**config.mk**
```make
export PLATFORM = sky130hd
export DESIGN_NAME = lhrr_ram
export DESIGN_NICKNAME = d
export VERILOG_FILES = /design/src/hw/rtl/lhrr_ram.sv
export SDC_FILE = /design/constraint.sdc
export NUM_CORES = 2
export LEC_CHECK = 0
export BUFFER_PORTS_ARGS = -buffer_cell sky130_fd_sc_hd__buf_2
export CORE_UTILIZATION = 45
export CTS_CLUSTER_SIZE = 14
export DETAILED_ROUTE_END_ITERATION = 7
export GPL_TIMING_DRIVEN = 0
export HOLD_SLACK_MARGIN = 0.08
export SLEW_MARGIN = 15
export SYNTH_ARGS = -nofsm -noshare
export SYNTH_HDL_FRONTEND = slang
export SYNTH_SLANG_ARGS = --single-unit
export TNS_END_PERCENT = 5
```
**constraint.sdc**
```tcl
create_clock -name clk -period 4.9 [get_ports clk]
set_input_delay 0.245 -clock clk [delete_from_list [all_inputs] [get_ports clk]]
set_output_delay 0.245 -clock clk [all_outputs]
set_load 0.05 [all_outputs]
```
**src/hw/rtl/lhrr_ram.sv**
```systemverilog
// generic single-port-write ram with registered read
module lhrr_ram #(
  parameter int WIDTH = 8,
  parameter int DEPTH = 256
) (
  input  logic                     clk,
  input  logic                     wr_en,
  input  logic [$clog2(DEPTH)-1:0] wr_addr,
  input  logic [WIDTH-1:0]         wr_data,
  input  logic [$clog2(DEPTH)-1:0] rd_addr,
  output logic [WIDTH-1:0]         rd_data
);
  logic [WIDTH-1:0] mem [DEPTH];

  always_ff @(posedge clk) begin
    if (wr_en) mem[wr_addr] <= wr_data;
    rd_data <= mem[rd_addr];
  end
endmodule

```
==> results.json <==
{
  "cts_resized": 0,
  "critPathSlowestCell": "nor4_1",
  "postRouteAntennaNets": 0,
  "maxCapViolations": 0,
  "period_needed_ns": 4.39,
  "cts_buffers": 202,
  "mostFrequentLayoutCell": "edfxtp_1",
  "drt_first_pass_iters": 6,
  "cp-end-kind": "flop",
  "synth_fa_ha_area_share_pct": 0,
  "fin_area_sq_um": 89800,
  "total_power_uw": 36600,
  "multi_input_area_sq_um": 16500,
  "num_io_pins": 34,
  "synth-async-reset-ratio_pct": 0,
  "reg2reg_depth": 6,
  "worstHoldPathType": "in -> reg",
  "nNetsFinal": 4027,
  "wl_um": 245000,
  "final.setup_skew_ns": 0.0309,
  "synth_top_family_by_area": "multiplexers",
  "grt_usage_pct": 27.4,
  "critPathLaunch": "rd_addr[3]",
  "outcome": "finished, final reports clean",
  "die_y_um": 422,
  "syn_to_final_growth_pct": 12.9,
  "place_congestion": 0.948,
  "cp_max_fo": 10,
  "fmax_mhz": 228,
  "synth_compound_area_share_pct": 3.42,
  "synth_edf_count": 2048,
  "nFillCells": 13800,
  "antenna_found_initial": 17,
  "yosysSeqAreaShare_pct": 77.5,
  "critical_path_arrival_ns": 4.99,
  "setup_viol": 0,
  "io_buffers": 26,
  "cts_max_level": 4,
  "timing.rr.start": "mem[27][5]$_DFFE_PP_",
  "finalHoldViolCount": 0,
  "critPathMaxStageDelay_ns": 1.16,
  "yosysUniqueCellTypes": 55,
  "coreArea_sq_um": 175000,
  "dp_hpwl_um": 167000,
  "grt_max_degree": 145,
  "worst_slew_pin_slew_ns": 1.36,
  "synth.avg_cell_area_sq_um": 21.3,
  "synth_seq_cells": 2056,
  "cp-endpoint": "rd_data[4]$_DFF_P_",
  "final_cell_mix": "edfxtp_1, mux4_2, nor2_1",
  "ctsRootBufferMaster": "clkbuf_16",
  "die-width_um": 422,
  "slew_headroom_pct": 8.34,
  "cts.sinks": 2056,
  "r2r_end": "rd_data[5]$_DFF_P_",
  "drt_iter0_drc": 6849,
  "insertion_delay_ns": 0.85,
  "synthSimpleGateAreaFrac_pct": 2.63,
  "path_cells": "buf_2 > clkbuf_1 > clkbuf_1 > a21oi_1 > a21oi_1 > nor4_1 > nor4_1",
  "yosys_warnings": 0,
  "drc": 0,
  "die_area_sq_um": 178000,
  "num_vias": 41300,
  "power_density_nw_per_um2": 407,
  "rsz0062_at_grt": "no",
  "grt_pass1_vias": 40200,
  "synth-main-ff-cell": "edfxtp_1",
  "via_per_inst": 6.37,
  "finalCritPeriodShare_pct": 89.5,
  "grt_pass1_wl_um": 333000,
  "muxShareOfSynthArea_pct": 14.6,
  "crit_type": "in -> reg",
  "synth_area_sq_um": 79600,
  "synthXorXnorAreaFrac_pct": 0,
  "clkTransAtPathRegs_ns": 0.06,
  "syn_inst": 3733,
  "synth_nets": 3759,
  "overflow": 0,
  "placed_cell_area_sq_um": 83500,
  "cts_tree": "yes",
  "r2r_slack_ns": 1.39,
  "regArea_sq_um": 61700,
  "start_kind": "input port",
  "drive_above_1_share_pct": 22.3,
  "wl_per_cell_um": 37.7,
  "power_leakage_uw": 0.0276,
  "clockBufferDepth": 3,
  "crit_required_ns": 5.50,
  "initial_core_util_pct": 45.5,
  "rows": 153,
  "slew_viol_final": 0,
  "irDropWorstVdd_mv": 0.329
}
registers in the layout, summed over array words and instances, names as in the netlist:
register,count
mem,2048
rd_data,8
where the power goes:
group	switching, uW	internal, uW
sequential	10.5	19400
combinational	1520	653
clock	6670	8320
total	8210	28400
cell families (layout without fill, tap and decap cells):
kind of cell           after synthesis  count (layout)
flip-flops                        2056            2056
multiplexers                       591             591
AND/OR/NAND/NOR                    466             466
AO/OA/AOI/OAI                      385             385
buffers and inverters              235             662
other                                0               7
through the flow:
stage	hold WS, ns	setup WS (ns)	cells	util [%]	TNS [ns]
global route	0.303	0.843	6490	51.4	0
global placement	0.715	-0.366	6084	47.3	-1.57
finish	0.314	0.514	6492	51.4	0
detailed placement	0.553	0.0305	6111	47.7	0
CTS	0.266	0.925	6482	51.4	0
floorplan	0.344	2.72	3733	-	0
per-layer routing:
layer / GRT usage, % / share of wire, % / vias to the layer above
met5: 0 / 0.0049 / -
met4: 10.7 / 4.1 / 2
met3: 7.69 / 12 / 471
met2: 41.6 / 46 / 2643
met1: 37.6 / 38 / 22000
li1: - / - / 16300
cells in the mapped netlist (3+ instances only):
library cell | n | area share [%]
a211oi_1 | 16 | 0.15
a21oi_1 | 96 | 0.60
a221oi_1 | 13 | 0.14
a22o_1 | 8 | 0.088
a22oi_1 | 133 | 1.3
and2_1 | 6 | 0.047
buf_1 | 22 | 0.10
buf_12 | 8 | 0.20
buf_2 | 31 | 0.20
buf_4 | 27 | 0.25
buf_6 | 21 | 0.30
buf_8 | 13 | 0.25
clkbuf_1 | 111 | 0.52
dfxtp_1 | 8 | 0.20
edfxtp_1 | 2048 | 77
mux2i_1 | 134 | 1.7
mux4_2 | 454 | 13
nand2_1 | 33 | 0.16
nand2b_1 | 8 | 0.063
nand3_1 | 34 | 0.21
nand4_1 | 10 | 0.079
nor2_1 | 282 | 1.3
nor2b_1 | 31 | 0.24
nor3_1 | 22 | 0.14
nor4_1 | 24 | 0.19
nor4_2 | 3 | 0.047
o211ai_1 | 10 | 0.094
o21ai_0 | 10 | 0.063
o221ai_1 | 46 | 0.51
o22a_1 | 5 | 0.055
o22ai_1 | 28 | 0.22
o32ai_1 | 4 | 0.044
or2_2 | 4 | 0.031
worst min path at each step:
| stage | from | endpoint | slack [ns] | cells past startpoint |
|---|---|---|---|---|
| 2_1_floorplan | wr_data[0] | mem[0][0]$_DFFE_PP_ | 0.34 | 0 |
| 3_3_place_gp | rd_data[5]$_DFF_P_ | rd_data[5] | 0.72 | 1 |
| 3_5_place_dp | wr_data[0] | mem[237][0]$_DFFE_PP_ | 0.55 | 1 |
| 4_1_cts | wr_data[0] | mem[249][0]$_DFFE_PP_ | 0.27 | 2 |
| 5_1_grt | wr_data[0] | mem[237][0]$_DFFE_PP_ | 0.30 | 2 |
| 6_report | wr_data[0] | mem[237][0]$_DFFE_PP_ | 0.31 | 2 |
what timing repair did:
| item | CTS | global route |
|---|---|---|
| endpoints found under the hold margin | 501 | 0 |
| setup buffers | 0 | 0 |
| hold buffers | 8 | 0 |
layout make-up:
class                           instances  share of cell area (%)
Inverter                                2                 0.00836
Tap cell                             2325                    3.24
Clock inverter                        110                    1.03
Timing Repair Buffer                   64                    1.14
Clock buffer                          253                    5.93
Multi-Input combinational cell       1442                    18.3
Buffer                                233                    1.65
Antenna cell                            7                  0.0195
Sequential cell                      2056                    68.6
critical path, delay by kind of cell:
kind	cells	cell delay, ns
AO/OA/AOI/OAI	2	1.39
buffers and inverters	3	2.04
AND/OR/NAND/NOR	2	1.27
Power figures use the tool's default switching activity.
