`src/hw/rtl/lhrr_pkg.sv`:
```
// shared constants, register indexes and helper functions for the hashing block
package lhrr_pkg;

  localparam int USER_AW  = 12;
  localparam int POI_AW   = 12;
  localparam int HASH_W   = 4;
  localparam int CODE_W   = 8;
  localparam int DIV_W    = 9;
  localparam int PAIR_AW  = HASH_W + POI_AW;
  localparam int WORD_W   = 32;
  localparam int CFG_IDX_W = 2;

  localparam logic [CFG_IDX_W-1:0] CFG_NUM_HASHES = 2'd0;
  localparam logic [CFG_IDX_W-1:0] CFG_NUM_CODES  = 2'd1;
  localparam logic [CFG_IDX_W-1:0] CFG_TRACE_LIM  = 2'd2;
  localparam logic [CFG_IDX_W-1:0] CFG_BETA       = 2'd3;

  localparam logic [4:0]  HASH_MAX = 5'd16;
  localparam logic [8:0]  CODE_MAX = 9'd256;

  function automatic logic [DIV_W-1:0] eff_hashes(input logic [4:0] h);
    logic [4:0] v;
    v = h;
    if (v == 5'd0) v = 5'd1;
    if (v > HASH_MAX) v = HASH_MAX;
    return {4'd0, v};
  endfunction

  function automatic logic [DIV_W-1:0] eff_codes(input logic [8:0] c);
    logic [8:0] v;
    v = c;
    if (v == 9'd0) v = 9'd1;
    if (v > CODE_MAX) v = CODE_MAX;
    return v;
  endfunction

endpackage

```
`src/hw/rtl/lhrr_mod.sv`:
```
// bit-serial remainder of a 32-bit word by a small divisor
module lhrr_mod (
  input  logic                      clk,
  input  logic                      rst_n,
  input  logic                      start,
  input  logic [lhrr_pkg::WORD_W-1:0] dividend,
  input  logic [lhrr_pkg::DIV_W-1:0]  divisor,
  output logic                      done,
  output logic [lhrr_pkg::CODE_W-1:0] rem
);
  import lhrr_pkg::*;

  logic [WORD_W-1:0] quo_r;
  logic [DIV_W-1:0]  rem_r;
  logic [DIV_W-1:0]  div_r;
  logic [4:0]        cnt_r;
  logic              busy_r;
  logic              done_r;
  logic [DIV_W:0]    shifted;
  logic [DIV_W-1:0]  rem_nxt;

  always_comb begin
    shifted = {rem_r, quo_r[WORD_W-1]};
    if (shifted >= {1'b0, div_r}) rem_nxt = DIV_W'(shifted - {1'b0, div_r});
    else rem_nxt = DIV_W'(shifted);
  end

  always_ff @(posedge clk) begin
    if (!rst_n) begin
      busy_r <= 1'b0;
      done_r <= 1'b0;
      cnt_r  <= '0;
    end else begin
      done_r <= !start && busy_r && (cnt_r == 5'd31);
      if (start) begin
        busy_r <= 1'b1;
        cnt_r  <= '0;
        quo_r  <= dividend;
        rem_r  <= '0;
        div_r  <= divisor;
      end else if (busy_r) begin
        rem_r <= rem_nxt;
        quo_r <= {quo_r[WORD_W-2:0], 1'b0};
        cnt_r <= cnt_r + 5'd1;
        if (cnt_r == 5'd31) begin
          busy_r <= 1'b0;
        end
      end
    end
  end

  assign done = done_r;
  assign rem  = rem_r[CODE_W-1:0];
endmodule

```
`config.mk`:
```
export PLATFORM = sky130hd
export DESIGN_NAME = lhrr_mod
export DESIGN_NICKNAME = d
export VERILOG_FILES = /design/src/hw/rtl/lhrr_pkg.sv /design/src/hw/rtl/lhrr_mod.sv
export SDC_FILE = /design/constraint.sdc
export NUM_CORES = 1
export LEC_CHECK = 0
export BUFFER_PORTS_ARGS = -buffer_cell sky130_fd_sc_hd__buf_4
export CAP_MARGIN = 20
export CORE_ASPECT_RATIO = 0.5
export CORE_MARGIN = 2
export CORE_UTILIZATION = 55
export DETAILED_ROUTE_END_ITERATION = 10
export PLACE_DENSITY = 0.76
export SLEW_MARGIN = 15
export SYNTH_ARGS = -nofsm -noshare
export SYNTH_HDL_FRONTEND = slang
export SYNTH_SLANG_ARGS = --single-unit
```
`constraint.sdc`:
```
create_clock -name clk -period 3 [get_ports clk]
set_clock_uncertainty 0.1 [all_clocks]
set_input_delay 0.45 -clock clk [delete_from_list [all_inputs] [get_ports clk]]
set_output_delay 0.45 -clock clk [all_outputs]
set_load 0.005 [all_outputs]
```
==> results of run 1 <==
==> power groups by stage <==
| stage | sequential (W) | combinational [W] | clock, W |
|---|---|---|---|
| floorplan | 0.000964 | 0.000240 | 0 |
| global placement | 0.000972 | 0.000316 | 0 |
| detailed placement | 0.000974 | 0.000325 | 0 |
| CTS | 0.000957 | 0.000329 | 0.000668 |
| global route | 0.000962 | 0.000361 | 0.000695 |
| finish | 0.000957 | 0.000327 | 0.000645 |
==> cell usage in the layout, fill, tap and decap left out, types with 2 or more instances in the layout <==
cell type,instances
a211oi_2,2
a21o_1,3
a21oi_1,4
and2_1,2
and3_1,2
buf_4,54
clkbuf_8,9
clkinv_2,3
dfxtp_1,7
edfxtp_1,50
ha_1,11
inv_1,14
mux2_2,31
mux2i_1,5
nand2_1,6
nand3_1,3
nand4_1,2
nor2_1,13
o2111ai_1,2
o21ai_0,5
or2_0,3
xnor2_1,4
xor2_1,2
==> per-stage QoR <==
| stage | area [µm²] | setup slack [ps] | power [W] |
|---|---|---|---|
| after floorplan | 2800 | 559 | 0.00120 |
| after global placement | 3220 | 480 | 0.00129 |
| after detailed placement | 3220 | 371 | 0.00130 |
| after CTS | 3390 | 354 | 0.00195 |
| after global routing | 3390 | 192 | 0.00202 |
| final | 3390 | 331 | 0.00193 |
==> kinds of logic after synthesis <==
logic type                 after synthesis
AOI/OAI and AO/OA                       27
xor gates and xnor gates                 6
adders and majority gates               12
buffers and inverters                   29
DFF                                     57
muxes                                   36
and+or+nand+nor                         38
==> critical path: stages (launching register included) <==
cell      delay [ps]
edfxtp_1         400
inv_1             80
ha_1             170
inv_1             60
fa_1             400
a21o_1           200
a221oi_2         330
a31oi_1          210
buf_4            230
or2_0            210
a21oi_1          130
==> per-layer routing <==
metal	wire (µm)	share of wire, %	GRT usage, %	vias up
li1	-	-	-	852
met1	1970	44	18.7	804
met2	2250	50	29.1	33
met3	220	4.9	7.26	4
met4	34	0.76	7.78	0
met5	0	0	0	-
==> path summary, 6_finish.rpt <==
check / cells after the start / slack (ps) / to
worst max-delay path: 10 / 330 / rem_r[7]$_SDFFCE_PP0P_
worst min-delay path: 1 / 200 / div_r[6]$_DFFE_PP_
worst max register to register: 10 / 330 / rem_r[7]$_SDFFCE_PP0P_
worst min register to register: 2 / 400 / cnt_r[4]$_SDFFE_PP0P_
==> cell type report <==
cell class | instances | area share [%]
Sequential cell | 57 | 48.4
Multi-Input combinational cell | 119 | 29.8
Timing Repair Buffer | 55 | 12.6
Clock buffer | 9 | 3.66
Tap cell | 70 | 2.58
Inverter | 14 | 1.55
Clock inverter | 5 | 1.44
==> flip-flops by register name (all words and copies together) (netlist names) <==
name and flops:
quo_r 32, div_r 9, rem_r 9, cnt_r 5, busy_r 1, done 1
==> qor.txt, run 1 <==
Slew of the pin with the lowest slew margin = 555 ps
CTS tree = built
Hold_ws = 195 ps
Initial DRC Count = 26
Setup TNS = 0 ps
Final #Nets = 312
Hpwl dp = 3100 µm
Post-CTS Setup Bufs = 0
CTS Sinks = 57
Layout cells sized above 1 = 40.9%
Post-synth cell types = 42
Switch share = 23.7%
Adder-Cell Fraction of Synth Area = 5.63%
Area of the multi-input gates = 1010 µm²
Remaining DRCs = 0
Internal power = 0.00147 W
Area leader, netlist = edfxtp_1
Final setup viols = 0
Post-synth EDFFs = 50
Dominant synthesized flop cell = edfxtp_1
Multiplexer share of the synthesized area = 14.2%
Pin count of the biggest net entering global routing = 29
Core area = 4910 µm²
Max-cap violations = 0
Final wirelength = 4480 µm
Vert. Die Dim = 54.5 µm
Fillers = 373
IO Pins = 53
Largest family of logic cells by synthesized area = multiplexers
Die area = 5720 µm²
Post-cts sizing count = 0
Final min period = 2670 ps
Worst vdd ir = 0.306 mV
H-Tree Depth = 3
Ys async rst share = 0%
Synth cell count leaders = edfxtp_1 (50), mux2_2 (31), inv_1 (14), nor2_1 (13), ha_1 (11)
Seq/Total Area, Yosys = 58.6%
Initial Util = 57.1%
Syn avg cell area = 13.7 µm²
Hold buffers post-CTS = 0
Post-Synthesis Cells = 205
Antenna Cells = 0
Worst Hold Launch = divisor[6]
Die width = 105 µm
Post-Place Cells = 315
TritonCTS buffer count = 9
Via density per instance = 5.15
Slew HR = 63.0%
Post-Layout Cell Count = 329
Setup Crit Path Kind = reg2reg
Number of port buffers = 52
CP startpoint = quo_r[31]$_DFFE_PP_
Synth Register Bits = 57
Initial antenna violation count = 0
Worst min path class = in2reg
CP Max Fanout = 11
FMAX = 375 MHz
Count of pins over their slew limit = 0
CP required = 3080 ps
Post-synthesis cell area = 2800 µm²
Root Buffer = clkbuf_8
Status = complete, no violations
Final ANT Viol Nets = 0
Synth warnings = 0
CTS clk-pin slew, worst paths = 60 ps
Seq. cell area = 1640 µm²
RSZ-0062 raised after global routing = no
Lkg Pwr = 1.38 nW
R2r startpoint = quo_r[31]$_DFFE_PP_
Clk network pwr share = 33.5%
CTS max path bufs = 2
Post-synth top area share = 53.6%
Worst Path Arrival = 2750 ps
CP endpoint kind = flop
GR Overflow Total = 0
Period utilization = 89.0%
P&R area growth vs syn = 20.9%
Post-Synth Simple-Gate Area = 6.79%
Overall global routing resource usage = 16.8%
Psw = 0.000457 W
DR vias = 1693
Vias in the first global route = 1629
Comb power frac = 16.9%
Complex-gate fraction of the synthesized area = 7.41%
Per-cell routed wire length = 13.6 µm
Syn_nets = 261
Hold Vio Cnt, Final = 0
Clock Latency Late Sink = 330 ps
GPL Wtd Cong = 0.796
Seq pwr share = 49.6%
Startpoint Class = flop
Largest cells by area after synthesis = edfxtp_1 (54%), mux2_2 (12%), dfxtp_1 (5.0%)
Pre-Repair DR Iteration Count = 3
Synth Area in XOR/XNOR = 1.88%
Rows = 18
Core Util, Final = 69.0%
Most frequent cell after synthesis = edfxtp_1
First-pass GRT wire length = 7040 µm
PwrDens = 569 nW/µm²
Power figures use the tool's default switching activity.
==> run 2, diff against run 1 <==
Settings changed: ABC_AREA set to 0, MAX_ROUTING_LAYER set to met4.
==> run 2 against run 1 <==
- final cell count unchanged
- via count down 0.12%
- first-iteration DRC count down 3.8%
- hold slack worse by 1.1 ps
- core utilization is the same
- combinational power hardly changed
- fmax hardly changed
- wire length up 0.49%
- non-clock buffer count unchanged
- flip-flop and latch count did not move
- clock power about the same
- register-to-register slack is essentially flat
- critical path type unchanged
- largest power group unchanged
==> qor.txt, run 2 (synthesized netlist as in run 1, its figures left out) <==
Final min period = 2670 ps (about the same)
Startpoint Class = flop (unchanged)
Via density per instance = 5.14 (was 5.15)
Rows = 18 (unchanged)
GPL Wtd Cong = 0.807 (was 0.796)
Hold Vio Cnt, Final = 0 (unchanged)
CTS tree = built (unchanged)
Largest register FFs = 32 (unchanged)
Period utilization = 89.0% (about the same)
H-Tree Depth = 3 (unchanged)
Final ANT Viol Nets = 0 (unchanged)
Placed inst area = 3220 µm² (unchanged)
Post-Place Cells = 315 (unchanged)
Status = complete, no violations (unchanged)
Die width = 105 µm (unchanged)
Final wirelength = 4500 µm (was 4480 µm)
Initial DRC Count = 25 (was 26)
Pin count of the biggest net entering global routing = 29 (unchanged)
Worst min path class = in2reg (unchanged)
Pre-CTS WS = 371 ps (unchanged)
Post-cts sizing count = 0 (unchanged)
Commonest non-fill, non-tap cell in the layout = buf_4 (unchanged)
Final #Nets = 312 (unchanged)
Antenna Cells = 0 (unchanged)
CP required = 3080 ps (about the same)
Vias in the first global route = 1629 (unchanged)
Remaining DRCs = 0 (unchanged)
Worst vdd ir = 0.306 mV (about the same)
Lkg Pwr = 1.38 nW (unchanged)
First-pass GRT wire length = 7050 µm (was 7040 µm)
RSZ-0062 raised after global routing = no (unchanged)
Number of port buffers = 52 (unchanged)
CTS clk-pin slew, worst paths = 60 ps (about the same)
Setup TNS = 0 ps (unchanged)
Setup Crit Path Kind = reg2reg (unchanged)
Hpwl dp = 3100 µm (unchanged)
Clock Latency Late Sink = 330 ps (about the same)
Post-route setup slack = 330 ps (was 331 ps)
Design Power = 0.00193 W (about the same)
CP endpoint kind = flop (unchanged)
Slew HR = 63.0% (about the same)
Layout cells sized above 1 = 40.9% (unchanged)
Biggest regs = quo_r: 32 flops, div_r: 9 flops, rem_r: 9 flops (unchanged)
CP Max Fanout = 11 (unchanged)
Overall global routing resource usage = 17.4% (was 16.8%)
Slew of the pin with the lowest slew margin = 555 ps (about the same)
P&R area growth vs syn = 20.9% (unchanged)
Per-cell routed wire length = 13.7 µm (was 13.6 µm)
FMAX = 374 MHz (was 375 MHz)
PwrDens = 570 nW/µm² (was 569 nW/µm²)
Hold buffers post-CTS = 0 (unchanged)
Die area = 5720 µm² (unchanged)
Biggest register = quo_r (unchanged)
IO Pins = 53 (unchanged)
Post-CTS Setup Bufs = 0 (unchanged)
Post-Layout Cell Count = 329 (unchanged)
Initial Util = 57.1% (unchanged)
Root Buffer = clkbuf_8 (unchanged)
Pre-Repair DR Iteration Count = 3 (unchanged)
GR Overflow Total = 0 (unchanged)
Finished Cell Area = 3390 µm² (unchanged)
DR vias = 1691 (was 1693)
Max-cap violations = 0 (unchanged)
TritonCTS buffer count = 9 (unchanged)
CTS max path bufs = 2 (unchanged)
CTS Sinks = 57 (unchanged)
Initial antenna violation count = 0 (unchanged)
Count of pins over their slew limit = 0 (unchanged)
Vert. Die Dim = 54.5 µm (unchanged)
Commonest non-fill, non-tap cells in the layout = buf_4 (54), edfxtp_1 (50), mux2_2 (31) (unchanged)
Worst Path Arrival = 2750 ps (about the same)
Final setup viols = 0 (unchanged)
Core area = 4910 µm² (unchanged)
## run 2: cell counts in the layout (fill, tap and decap cells not counted)
No cell type changed its count.
## run 2: final cells by class
cell class / count / area, µm²
Sequential cell: 57 / 1640
Fill cell: 373 / 1520
Multi-Input combinational cell: 119 / 1010
Timing Repair Buffer: 55 / 425
Clock buffer: 9 / 124
Tap cell: 70 / 87.6
Inverter: 14 / 52.6
Clock inverter: 5 / 48.8
## run 2: worst max-delay path, cell delays in order, from the launching register on
cell,delay [ps]
edfxtp_1,400
inv_1,80
ha_1,170
inv_1,60
fa_1,400
a21o_1,200
a221oi_2,330
a31oi_1,210
buf_4,240
or2_0,210
a21oi_1,130
## run 2: path summary, 6_finish.rpt
check,from,end,slack (ps),cells past startpoint
setup / recovery,quo_r[31]$_DFFE_PP_,rem_r[7]$_SDFFCE_PP0P_,330,10
hold / removal,divisor[2],div_r[2]$_DFFE_PP_,190,1
setup reg to reg,quo_r[31]$_DFFE_PP_,rem_r[7]$_SDFFCE_PP0P_,330,10
hold reg to reg,cnt_r[4]$_SDFFE_PP0P_,cnt_r[4]$_SDFFE_PP0P_,400,2
## run 2: stage by stage
step	util [%]	hold WS [ps]
floorplan	-	367
global placement	65.5	386
detailed placement	65.5	393
CTS	69.0	173
global route	69.0	172
finish	69.0	194
## run 2: report_power, final
part	leakage [nW]	switching, W	internal (W)
Combinational	0.757	0.000154	0.000174
Sequential	0.534	0.0000241	0.000933
Clock	0.0921	0.000280	0.000366
Total	1.38	0.000458	0.00147
## run 2: per-layer routing
metal / global-route usage (%) / part of all wire (%) / vias up
li1: - / - / 853
met1: 19.0 / 44 / 805
met5: - / 0 / -
met4: 7.78 / 0 / 0
met3: 7.02 / 4.6 / 0
met2: 29.1 / 51 / 33
